File: src/hdlc_byte_deframer_crc16_assert.svh
// Assertion macros shared by the deframer queue and back modules.
// Needs nothing else; the modules include it by its bare file name.
`ifndef HDLC_BYTE_DEFRAMER_CRC16_ASSERT_SVH
`define HDLC_BYTE_DEFRAMER_CRC16_ASSERT_SVH

`ifndef SYNTHESIS
`define HDLC_ASSERT_IMP(lbl, clk, rstn, ante, cons) \
  lbl: assert property (@(posedge clk) disable iff (!(rstn)) (ante) |-> (cons)) \
    else $error("deframer assertion failed");
`define HDLC_ASSERT_NXT(lbl, clk, rstn, ante, cons) \
  lbl: assert property (@(posedge clk) disable iff (!(rstn)) (ante) |=> (cons)) \
    else $error("deframer assertion failed");
`else
`define HDLC_ASSERT_IMP(lbl, clk, rstn, ante, cons)
`define HDLC_ASSERT_NXT(lbl, clk, rstn, ante, cons)
`endif

`endif

File: src/hdlc_dfr_pkg.sv
// Shared types, constants and the CRC-16 byte update for the HDLC deframer.
// Depends on nothing; every module of the block imports it.
`default_nettype none

package hdlc_dfr_pkg;

  localparam int MAX_FRAME_BYTES = 256;
  // Wide enough to hold the incremented count before the overflow check.
  localparam int CNT_W = $clog2(MAX_FRAME_BYTES + 1);

  localparam logic [7:0]  FLAG_BYTE = 8'h7E;
  localparam logic [7:0]  ESC_BYTE  = 8'h7D;
  localparam logic [7:0]  ESC_XOR   = 8'h20;
  localparam logic [15:0] CRC_INIT  = 16'hFFFF;

  localparam int QUEUE_DEPTH = 2;
  localparam int QPTR_W      = $clog2(QUEUE_DEPTH);
  localparam int QCNT_W      = $clog2(QUEUE_DEPTH + 1);

  typedef enum logic {
    ITEM_DATA,
    ITEM_CLOSE
  } item_kind_t;

  typedef struct packed {
    item_kind_t kind;
    logic       abort;
    logic [7:0] data;
  } queue_item_t;

  typedef enum logic [2:0] {
    ST_PAYLOAD  = 3'd0,
    ST_GOOD     = 3'd1,
    ST_BADCRC   = 3'd2,
    ST_ABORT    = 3'd3,
    ST_OVERFLOW = 3'd4
  } frame_status_t;

  // Reflected CRC-16 (polynomial 0x8408), one byte, table-free form.
  function automatic logic [15:0] crc16_byte(input logic [15:0] crc, input logic [7:0] b);
    logic [7:0] d;
    d = b ^ crc[7:0];
    d = d ^ {d[3:0], 4'b0000};
    return {d, crc[15:8]} ^ {12'h000, d[7:4]} ^ {5'b00000, d, 3'b000};
  endfunction

endpackage

`default_nettype wire

File: src/hdlc_dfr_front.sv
// Input side of the deframer: accepts raw bytes, removes escapes and
// classifies each byte as data or frame close. Uses hdlc_dfr_pkg.
`default_nettype none

module hdlc_dfr_front
  import hdlc_dfr_pkg::*;
(
  input  wire logic        clk,
  input  wire logic        rst_n,
  input  wire logic        in_valid,
  output logic             in_stall,
  input  wire logic [7:0]  in_rx_byte,
  input  wire logic        q_full,
  output logic             q_push,
  output queue_item_t      q_item
);

  logic escape_r, escape_nxt;
  logic accept;
  logic is_flag, is_esc;

  assign in_stall = q_full;
  assign accept   = in_valid && !q_full;
  assign is_flag  = (in_rx_byte == FLAG_BYTE);
  assign is_esc   = (in_rx_byte == ESC_BYTE);

  // An escape byte only arms the XOR (or the abort mark on a flag) for the next byte and queues nothing.
  assign q_push = accept && !is_esc;

  always_comb begin
    q_item.kind  = is_flag ? ITEM_CLOSE : ITEM_DATA;
    q_item.abort = escape_r;
    q_item.data  = escape_r ? (in_rx_byte ^ ESC_XOR) : in_rx_byte;
  end

  always_comb begin
    escape_nxt = escape_r;
    if (accept) begin
      escape_nxt = is_esc;
    end
  end

  always_ff @(posedge clk) begin
    if (!rst_n) begin
      escape_r <= 1'b0;
    end else begin
      escape_r <= escape_nxt;
    end
  end

endmodule

`default_nettype wire

File: src/hdlc_dfr_fifo.sv
// Short queue between the front and back of the deframer.
// Holds classified items; uses hdlc_dfr_pkg and the assertion macros.
`default_nettype none
`include "hdlc_byte_deframer_crc16_assert.svh"

module hdlc_dfr_fifo
  import hdlc_dfr_pkg::*;
(
  input  wire logic        clk,
  input  wire logic        rst_n,
  input  wire logic        push,
  input  wire queue_item_t push_item,
  output logic             full,
  input  wire logic        pop,
  output logic             head_valid,
  output queue_item_t      head_item
);

  queue_item_t             mem_r [QUEUE_DEPTH];
  logic [QPTR_W-1:0]       wr_ptr_r, wr_ptr_nxt;
  logic [QPTR_W-1:0]       rd_ptr_r, rd_ptr_nxt;
  logic [QCNT_W-1:0]       cnt_r, cnt_nxt;

  assign full       = (cnt_r == QCNT_W'(QUEUE_DEPTH));
  assign head_valid = (cnt_r != '0);
  assign head_item  = mem_r[rd_ptr_r];

  always_comb begin
    wr_ptr_nxt = wr_ptr_r;
    rd_ptr_nxt = rd_ptr_r;
    cnt_nxt    = cnt_r;
    if (push) begin
      wr_ptr_nxt = (wr_ptr_r == QPTR_W'(QUEUE_DEPTH - 1)) ? '0 : wr_ptr_r + 1'b1;
    end
    if (pop) begin
      rd_ptr_nxt = (rd_ptr_r == QPTR_W'(QUEUE_DEPTH - 1)) ? '0 : rd_ptr_r + 1'b1;
    end
    if (push && !pop) begin
      cnt_nxt = cnt_r + 1'b1;
    end else if (pop && !push) begin
      cnt_nxt = cnt_r - 1'b1;
    end
  end

  always_ff @(posedge clk) begin
    if (!rst_n) begin
      wr_ptr_r <= '0;
      rd_ptr_r <= '0;
      cnt_r    <= '0;
    end else begin
      wr_ptr_r <= wr_ptr_nxt;
      rd_ptr_r <= rd_ptr_nxt;
      cnt_r    <= cnt_nxt;
    end
  end

  always_ff @(posedge clk) begin
    if (push) begin
      mem_r[wr_ptr_r] <= push_item;
    end
  end

  `HDLC_ASSERT_IMP(a_no_push_when_full, clk, rst_n, push, !full)
  `HDLC_ASSERT_IMP(a_no_pop_when_empty, clk, rst_n, pop, head_valid)
  `HDLC_ASSERT_NXT(a_fill_tracks_pops, clk, rst_n, pop && !push, !full)

endmodule

`default_nettype wire

File: src/hdlc_dfr_back.sv
// Back side of the deframer: byte count, running CRC, the two held bytes
// and the output register. Uses hdlc_dfr_pkg and the assertion macros.
`default_nettype none
`include "hdlc_byte_deframer_crc16_assert.svh"

module hdlc_dfr_back
  import hdlc_dfr_pkg::*;
(
  input  wire logic        clk,
  input  wire logic        rst_n,
  input  wire logic        head_valid,
  input  wire queue_item_t head_item,
  output logic             pop,
  output logic             out_valid,
  input  wire logic        out_stall,
  output logic [7:0]       out_payload_byte,
  output logic [2:0]       out_frame_status,
  output logic             out_frame_last
);

  logic [CNT_W-1:0] cnt_r, cnt_nxt;
  logic [CNT_W-1:0] cnt_inc;
  logic [15:0]      crc_r, crc_nxt;
  logic [7:0]       older_r, older_nxt;
  logic [7:0]       newer_r, newer_nxt;

  logic             out_valid_r, out_valid_nxt;
  logic [7:0]       out_byte_r, out_byte_nxt;
  frame_status_t    out_status_r, out_status_nxt;
  logic             out_last_r, out_last_nxt;

  logic             out_free;
  logic             have_two;

  // The output register can take a new result when empty or being drained.
  assign out_free = !out_valid_r || !out_stall;
  assign pop      = head_valid && out_free;
  assign have_two = (cnt_r >= CNT_W'(2));
  assign cnt_inc  = cnt_r + 1'b1;

  always_comb begin
    cnt_nxt        = cnt_r;
    crc_nxt        = crc_r;
    older_nxt      = older_r;
    newer_nxt      = newer_r;
    out_valid_nxt  = out_valid_r && out_stall;
    out_byte_nxt   = out_byte_r;
    out_status_nxt = out_status_r;
    out_last_nxt   = out_last_r;
    if (pop) begin
      if (head_item.kind == ITEM_CLOSE) begin
        if (have_two) begin
          out_valid_nxt = 1'b1;
          out_byte_nxt  = 8'h00;
          out_last_nxt  = 1'b1;
          if (head_item.abort) begin
            out_status_nxt = ST_ABORT;
          end else if (crc_r == {newer_r, older_r}) begin
            out_status_nxt = ST_GOOD;
          end else begin
            out_status_nxt = ST_BADCRC;
          end
        end
        cnt_nxt = '0;
        crc_nxt = CRC_INIT;
      end else begin
        // The byte leaving the two-byte hold is payload and enters the CRC.
        if (have_two) begin
          crc_nxt        = crc16_byte(crc_r, older_r);
          out_valid_nxt  = 1'b1;
          out_byte_nxt   = older_r;
          out_status_nxt = ST_PAYLOAD;
          out_last_nxt   = 1'b0;
        end
        older_nxt = newer_r;
        newer_nxt = head_item.data;
        cnt_nxt   = cnt_inc;
        if (cnt_inc >= CNT_W'(MAX_FRAME_BYTES)) begin
          cnt_nxt        = '0;
          crc_nxt        = CRC_INIT;
          out_valid_nxt  = 1'b1;
          out_byte_nxt   = 8'h00;
          out_status_nxt = ST_OVERFLOW;
          out_last_nxt   = 1'b1;
        end
      end
    end
  end

  always_ff @(posedge clk) begin
    if (!rst_n) begin
      cnt_r       <= '0;
      crc_r       <= CRC_INIT;
      out_valid_r <= 1'b0;
    end else begin
      cnt_r       <= cnt_nxt;
      crc_r       <= crc_nxt;
      out_valid_r <= out_valid_nxt;
    end
  end

  always_ff @(posedge clk) begin
    older_r      <= older_nxt;
    newer_r      <= newer_nxt;
    out_byte_r   <= out_byte_nxt;
    out_status_r <= out_status_nxt;
    out_last_r   <= out_last_nxt;
  end

  assign out_valid        = out_valid_r;
  assign out_payload_byte = out_byte_r;
  assign out_frame_status = out_status_r;
  assign out_frame_last   = out_last_r;

  `HDLC_ASSERT_IMP(a_cnt_below_max, clk, rst_n, 1'b1, cnt_r < CNT_W'(MAX_FRAME_BYTES))
  `HDLC_ASSERT_IMP(a_last_is_status, clk, rst_n, out_valid_r,
                   out_last_r == (out_status_r != ST_PAYLOAD))
  `HDLC_ASSERT_IMP(a_no_pop_while_held, clk, rst_n, out_valid_r && out_stall, !pop)

endmodule

`default_nettype wire

File: src/hdlc_byte_deframer_crc16.sv
// HDLC byte deframer with CRC-16 check, one received byte per beat.
// Input: in_valid / in_stall / in_rx_byte carry raw bytes from the line.
// Output: out_valid / out_stall carry one result per beat: a payload byte
// (out_frame_status 0, out_frame_last 0) or an end-of-frame status
// (1 good, 2 crc error, 3 aborted by escape, 4 overflow; out_frame_last 1).
// A beat moves on a rising edge with valid high and stall low.
// Throughput: one input beat per cycle, sustained, while the output drains.
// Each accepted input beat but an escape byte is written into the queue, and
// its result is registered in the output register when the back end pops
// it; payload bytes trail the line by two bytes, because the last two bytes
// of each frame are its CRC. Escape bytes and flags closing a frame shorter
// than two bytes yield no result.
// A two-entry queue between the unstuffing front and the frame back end
// lets either side stall alone; in_stall rises only when it is full.
// Reset (synchronous, rst_n low) empties the queue and output register and
// starts a fresh frame with the CRC at its initial value.
// Uses hdlc_dfr_pkg and the front, queue and back modules.
`default_nettype none

module hdlc_byte_deframer_crc16
  import hdlc_dfr_pkg::*;
(
  input  wire logic       clk,
  input  wire logic       rst_n,
  input  wire logic       in_valid,
  output logic            in_stall,
  input  wire logic [7:0] in_rx_byte,
  output logic            out_valid,
  input  wire logic       out_stall,
  output logic [7:0]      out_payload_byte,
  output logic [2:0]      out_frame_status,
  output logic            out_frame_last
);

  logic        q_full;
  logic        q_push;
  queue_item_t q_item;
  logic        q_pop;
  logic        q_head_valid;
  queue_item_t q_head_item;

  hdlc_dfr_front u_front (
    .clk        (clk),
    .rst_n      (rst_n),
    .in_valid   (in_valid),
    .in_stall   (in_stall),
    .in_rx_byte (in_rx_byte),
    .q_full     (q_full),
    .q_push     (q_push),
    .q_item     (q_item)
  );

  hdlc_dfr_fifo u_fifo (
    .clk        (clk),
    .rst_n      (rst_n),
    .push       (q_push),
    .push_item  (q_item),
    .full       (q_full),
    .pop        (q_pop),
    .head_valid (q_head_valid),
    .head_item  (q_head_item)
  );

  hdlc_dfr_back u_back (
    .clk              (clk),
    .rst_n            (rst_n),
    .head_valid       (q_head_valid),
    .head_item        (q_head_item),
    .pop              (q_pop),
    .out_valid        (out_valid),
    .out_stall        (out_stall),
    .out_payload_byte (out_payload_byte),
    .out_frame_status (out_frame_status),
    .out_frame_last   (out_frame_last)
  );

endmodule

`default_nettype wire

File: config.mk
export PLATFORM = sky130hd
export DESIGN_NAME = hdlc_byte_deframer_crc16
export DESIGN_NICKNAME = d
export VERILOG_FILES = /design/src/hdlc_dfr_pkg.sv /design/src/hdlc_dfr_front.sv /design/src/hdlc_dfr_fifo.sv /design/src/hdlc_dfr_back.sv /design/src/hdlc_byte_deframer_crc16.sv
export VERILOG_INCLUDE_DIRS = /design/src /design/src/src
export SDC_FILE = /design/constraint.sdc
export NUM_CORES = 1
export LEC_CHECK = 0
export ABC_CLOCK_PERIOD_IN_PS = 2000
export BUFFER_PORTS_ARGS = -buffer_cell sky130_fd_sc_hd__buf_4
export CAP_MARGIN = 20
export CORE_UTILIZATION = 54
export CTS_CLUSTER_SIZE = 12
export DETAILED_ROUTE_END_ITERATION = 16
export GPL_TIMING_DRIVEN = 0
export HOLD_SLACK_MARGIN = 0.08
export PLACE_DENSITY = 0.86
export SYNTH_ARGS = -nofsm -noshare
export SYNTH_HDL_FRONTEND = slang
export SYNTH_HIERARCHICAL = 1
export SYNTH_SLANG_ARGS = --single-unit
File: constraint.sdc
create_clock -name clk -period 2 [get_ports clk]
set_input_delay 0.4 -clock clk [delete_from_list [all_inputs] [get_ports clk]]
set_output_delay 0.4 -clock clk [all_outputs]
set_load 0.05 [all_outputs]
==> flow_summary.json, run 1 <==
{
  "status": "finished, violations left",
  "violations": "negative setup slack",
  "multi_input_area_mm2": 0.00141,
  "drt_iter0_drc": 204,
  "ioPinCount": 26,
  "tritoncts": "done",
  "antenna_found_initial": 0,
  "syn-cell-area_mm2": 0.00352,
  "maxCapViolations": 0,
  "p_sw_frac": 0.339,
  "wl_per_cell_um": 16.6,
  "worstPathMaxFanout": 4,
  "timing.final.crit_period_ns": 2.03,
  "clk_pin_slew_ns": 0.08,
  "yosysWarningCount": 6,
  "drive_gt1_frac": 0.382,
  "grt_pass1_wl_mm": 10.2,
  "die_h_um": 82.8,
  "routabilityCongestion": 0.813,
  "firstDrtPassIters": 4,
  "min_from": "in_rx_byte[3]",
  "via_per_inst": 5.45,
  "htree_levels": 3,
  "worst-setup-path-type": "flip-flop to flip-flop",
  "intPower_w": 0.00344,
  "sequentialPowerShare": 0.441,
  "gr-total-overflow": 0,
  "grt_max_degree": 14,
  "netlist.area_leader.share": 0.409,
  "root_buffer": "clkbuf_8",
  "rsz0062_at_grt": "true",
  "combinationalPowerShare": 0.345,
  "tns_ns": -0.0290,
  "ant_nets": 0,
  "diodes": 0,
  "track_usage": 0.213,
  "reg2regPathDepth": 5,
  "avgSynthCellArea_um2": 13.1,
  "cp.required_ns": 2.10,
  "synth-edff-count": 48,
  "cts-hold-fix-buffers": 0,
  "hold-worst-slack_ns": 0.338,
  "final_net_count": 332,
  "regArea_mm2": 0.00209,
  "port_buffers": 25,
  "r2r_slack_ns": -0.03,
  "cts_made_buffers": 9,
  "final_common_cell": "edfxtp_1",
  "drv_slew": 0,
  "leakage_nw": 1.65,
  "place_hpwl_mm": 4.20,
  "vias": 2174,
  "critPathCaptureType": "flip-flop",
  "grt.met2_usage": 0.354,
  "ys_types": 51,
  "first_global_vias": 2162,
  "start_util": 0.558,
  "switchingPower_w": 0.00176,
  "worstMarginPinSlew_ns": 0.478,
  "irDropWorstVdd_mv": 0.777,
  "fin_skew_ns": 0.00802,
  "period_share": 1.01,
  "final_cell_mix": "edfxtp_1 (48), buf_4 (45), dfxtp_1 (29)",
  "setup_viol": 1,
  "arrival_ns": 2.13,
  "grt_use_met3": 0.0451,
  "core_mm2": 0.00631,
  "fillers": 454,
  "fmax_mhz": 493,
  "seq_area_frac_synth": 0.591,
  "pre_cts_ws_ns": -0.300,
  "finalHoldViolCount": 0,
  "maxSlewHeadroom": 0.679,
  "total_power_w": 0.00521,
  "syn_inst": 268,
  "met1_usage": 0.253,
  "dpl_cell_area_mm2": 0.00382,
  "synth-async-reset-ratio": 0,
  "clockBufferDepth": 2,
  "finalInstanceArea_mm2": 0.00427,
  "reg2reg_to": "u_back/out_frame_status[1]",
  "synth_area_leaders": "edfxtp_1 (41%), dfxtp_1 (18%), xnor2_1 (6.5%)",
  "hold_depth": 2,
  "power_density_mw_per_mm2": 1220,
  "synth_ff_type": "edfxtp_1",
  "ys_ff_latch": 80,
  "synth_fp_nets": 283,
  "drcViolationCount": 0,
  "busiest_layer": "met2",
  "area_growth_pct": 21.2,
  "drt-total-wl_mm": 6.64,
  "startpoint_type": "flip-flop",
  "die_w_um": 82.8,
  "cts_sinks": 80,
  "clk_latency_ns": 0.34,
  "die_area_mm2": 0.00685,
  "worstHoldEndpoint": "u_fifo/mem_r[0][3]",
  "rows": 29,
  "p_clk_frac": 0.214,
  "yosys.area.top_type": "edfxtp_1",
  "hp-class": "input port to flip-flop",
  "r2r_start": "u_back/older_r[0]",
  "setup_slack_ns": -0.0290
}
[synth_stat cells, types with 2 or more instances]
cell,count
ha_1,3
a21boi_0,2
nor2b_1,3
nor2_1,12
inv_1,8
nand2_1,23
mux2_2,10
a21oi_1,2
xnor2_1,26
and3_1,2
xor2_1,13
or4_1,2
dfxtp_1,32
nand4_1,5
nand3_1,4
buf_4,10
buf_6,2
xor2_2,2
o211ai_2,9
o32ai_1,6
xnor2_2,2
and2_1,13
edfxtp_1,48
buf_2,2
[final cells by class]
cell class | instances | area share
clock buffers | 9 | 0.0290
clock inverters | 7 | 0.0147
flip-flops and latches | 80 | 0.489
repair buffers | 38 | 0.0736
inverters | 9 | 0.00938
multi-input cells | 163 | 0.330
plain buffers | 16 | 0.0322
well taps | 77 | 0.0226
[worst max path at each step]
stage,from,end,cells after the start
finish,u_back/older_r[0],u_back/out_frame_status[1],5
global route,u_back/older_r[2],u_back/out_frame_status[1],5
CTS,u_fifo/cnt_r[0],u_fifo/cnt_r[1],7
detailed placement,u_fifo/cnt_r[0],u_fifo/mem_r[0][6],4
global placement,flip-flop,u_back/newer_r[4],3
floorplan,u_back/cnt_r[0],u_back/out_frame_last,8
[power groups by stage]
stage / logic, W / clock network (W) / registers, W
2_1_floorplan: 0.00110 / 0 / 0.00234
3_3_place_gp: 0.00144 / 0 / 0.00230
3_5_place_dp: 0.00150 / 0 / 0.00231
4_1_cts: 0.00163 / 0.00114 / 0.00228
5_1_grt: 0.00194 / 0.00121 / 0.00233
6_report: 0.00180 / 0.00111 / 0.00230
[repair_timing]
action	CTS	global route
hold endpoints to repair	0	0
endpoints found under the setup margin	56	35
resized for setup	15	16
pin swaps	4	5
buffers inserted	11	2
[worst max-delay path: stages, from the launching register on]
cell and delay [ns]:
edfxtp_1 0.45, xor2_2 0.24, nand4b_1 0.24, or4_1 0.59, nor2_1 0.19, nor2_1 0.08
[flip-flops by register name, indices dropped and copies added, names as in the netlist, named ones only]
signal                   cells
u_fifo/wr_ptr_r              1
u_front/escape_r             1
u_back/out_payload_byte      8
u_back/cnt_r                 9
u_back/older_r               8
u_back/crc_r                16
u_back/newer_r               8
u_fifo/cnt_r                 2
u_back/out_frame_last        1
u_back/out_valid             1
u_fifo/rd_ptr_r              1
u_fifo/mem_r                20
u_back/out_frame_status      3
[cells by family after synthesis]
kind of cell    count (synthesis)  share of synthesized area
buf+inv                        25                     0.0462
simple gates                   77                      0.121
fa+ha+maj                       3                     0.0107
compound gates                 28                     0.0760
mux                            12                     0.0391
flops                          80                      0.591
xor+xnor                       43                      0.115
[routing by layer]
layer | share of wire | vias up
met5 | 0 | -
met1 | 0.41 | 1043
met3 | 0.060 | 12
li1 | - | 1037
met4 | 0.014 | 0
met2 | 0.51 | 82
[stage by stage]
step | cells | util
2_1_floorplan | 268 | -
3_5_place_dp | 371 | 0.605
4_1_cts | 398 | 0.659
6_report | 399 | 0.676
3_3_place_gp | 370 | 0.603
5_1_grt | 399 | 0.676
No activity file was read; power rests on OpenSTA's default activity.
==> inputs of run 2 (changes only) <==
ABC_CLOCK_PERIOD_IN_PS = 2200   (was 2000)
CORE_UTILIZATION = 58   (was 54)
PLACE_DENSITY = 0.87   (was 0.86)
clock period = 2.2 ns   (was 2 ns; I/O delays follow)
==> run 2 against run 1 <==
  * The flow now finishes without violations
  * Die area shrank 6.7%
  * First-iteration DRC count is 17% lower
  * Register-to-register slack better by 0.16 ns
  * Critical path type unchanged
==> flow_summary.json, run 2 (synthesis results as in run 1) <==
{
  "timing.final.crit_period_ns": 2.07,
  "cts_sinks": 80,
  "die_h_um": 79.9,
  "worst-setup-path-type": "flip-flop to flip-flop",
  "rows": 28,
  "fin_skew_ns": 0.00790,
  "finalNonFillerCells": 385,
  "placedCellCount": 369,
  "pre_cts_ws_ns": -0.120,
  "drt_iter0_drc": 169,
  "antenna_found_initial": 0,
  "p_clk_frac": 0.237,
  "start_util": 0.598,
  "largest_reg_flops": 20,
  "grt_use_met3": 0.0583,
  "gr-total-overflow": 0,
  "setup_viol": 0,
  "startpoint_type": "flip-flop",
  "ant_nets": 0,
  "root_buffer": "clkbuf_8",
  "cts_made_buffers": 9,
  "die_area_mm2": 0.00639,
  "cp_cell_sequence": "inv_1 > ha_1 > or4_1 > nor3_2 > a21o_1 > buf_6 > clkinvlp_4",
  "power_density_mw_per_mm2": 1120,
  "clockBufferDepth": 2,
  "status": "complete, no violations",
  "routabilityCongestion": 0.827,
  "tritoncts": "done",
  "cts-hold-fix-buffers": 0,
  "busiest_layer": "met2",
  "fillers": 411,
  "setup_slack_ns": 0.126,
  "drcViolationCount": 0,
  "switchingPower_w": 0.00148,
  "sequentialPowerShare": 0.461,
  "finalInstanceArea_mm2": 0.00401,
  "final_cell_mix": "edfxtp_1 (48), buf_4 (35), dfxtp_1 (32)",
  "firstDrtPassIters": 4,
  "leakage_nw": 1.56,
  "drive_gt1_frac": 0.303,
  "post_cts_buffers": 0,
  "finalHoldViolCount": 0,
  "first_global_vias": 2026,
  "rsz0062_at_grt": "false",
  "maxCapViolations": 0,
  "top_regs": "u_fifo/mem_r (20), u_back/crc_r (16), u_back/cnt_r (9)",
  "grt_max_degree": 15,
  "intPower_w": 0.00301,
  "critPathCaptureType": "flip-flop",
  "hold-worst-slack_ns": 0.362,
  "grt_pass1_wl_mm": 9.43,
  "grt.met2_usage": 0.343,
  "die_w_um": 79.9,
  "place_hpwl_mm": 4.19,
  "arrival_ns": 2.16,
  "fmax_mhz": 482,
  "combinationalPowerShare": 0.302,
  "area_growth_pct": 13.9,
  "p_sw_frac": 0.330,
  "irDropWorstVdd_mv": 0.670,
  "htree_levels": 3,
  "wl_per_cell_um": 15.2,
  "ioPinCount": 26,
  "crit_family": "simple AND/OR/NAND/NOR gates",
  "worst-path-buf-inv": 3,
  "track_usage": 0.207,
  "max_stage_delay_ns": 0.41,
  "vias": 2068,
  "met1_usage": 0.237,
  "period_share": 0.943,
  "clk_latency_ns": 0.35,
  "final_common_cell": "edfxtp_1",
  "worstMarginPinSlew_ns": 0.594,
  "utilization": 0.682,
  "cp_slowest_cell": "or4_1",
  "drv_slew": 0,
  "port_buffers": 25,
  "clk_pin_slew_ns": 0.08,
  "worstPathMaxFanout": 19,
  "regMostFlops": "u_fifo/mem_r",
  "via_per_inst": 5.37,
  "cp.required_ns": 2.28,
  "dpl_cell_area_mm2": 0.00381,
  "drt-total-wl_mm": 5.86,
  "core_mm2": 0.00589,
  "diodes": 0,
  "final_net_count": 320,
  "hp-class": "input port to flip-flop",
  "maxSlewHeadroom": 0.603
}
run 2: cell types whose count changed in the layout (fill, tap and decap cells not counted), moves of 3 or more:
| cell | previous run | this run |
|---|---|---|
| o32ai_1 | 0 | 6 |
| dfxtp_1 | 29 | 32 |
| buf_4 | 45 | 35 |
| o32ai_2 | 6 | 0 |
| dfxtp_2 | 3 | 0 |
| buf_12 | 3 | 0 |
run 2: area by class of cell:
class / instances / area, µm² / share of cell area
sequential: 80 / 2080 / 0.519
timing repair buffer: 26 / 199 / 0.0496
tap: 75 / 93.8 / 0.0234
clock inverter: 7 / 71.3 / 0.0178
buffer: 15 / 115 / 0.0287
clock buffer: 9 / 124 / 0.0309
multi-input combinational: 163 / 1280 / 0.319
timing repair inverter: 1 / 7.51 / 0.00187
inverter: 9 / 40.0 / 0.00998
run 2: worst register-to-register path, cell delays in order, from the launching register on:
cell,delay (ns)
dfxtp_1,0.38
inv_1,0.07
ha_1,0.19
or4_1,0.41
nor3_2,0.16
a21o_1,0.15
buf_6,0.23
clkinvlp_4,0.22
run 2: repair_timing:
item	in CTS	in global routing
pin swaps	0	0
gates cloned	0	1
gates resized for setup	1	2
setup endpoints to repair	11	12
run 2: metrics by stage:
stage               power [W]  TNS (ns)
floorplan             0.00313         0
global placement      0.00338     -1.55
detailed placement    0.00346     -1.21
CTS                   0.00452         0
global route          0.00471         0
finish                0.00450         0
run 2: final timing paths:
path / start / to / slack, ns / depth (start not counted)
max: u_back/cnt_r[0] / u_back/out_frame_status[1] / 0.13 / 7
max reg2reg: u_back/cnt_r[0] / u_back/out_frame_status[1] / 0.13 / 7
min: in_rx_byte[4] / u_fifo/mem_r[1][4] / 0.36 / 2
min reg2reg: u_back/newer_r[6] / u_back/older_r[6] / 0.48 / 0
run 2: metal layers:
layer / vias to the layer above / wire length, µm
met4: 0 / 168
met5: - / 0
met3: 16 / 246
met2: 60 / 2960
met1: 981 / 2480
li1: 1011 / -
run 2: power groups by stage:
stage          clock [W]  sequential, W  combinational (W)
2_1_floorplan          0        0.00213            0.00100
3_3_place_gp           0        0.00209            0.00128
3_5_place_dp           0        0.00211            0.00135
4_1_cts          0.00108        0.00207            0.00136
5_1_grt          0.00114        0.00210            0.00147
6_report         0.00106        0.00207            0.00136
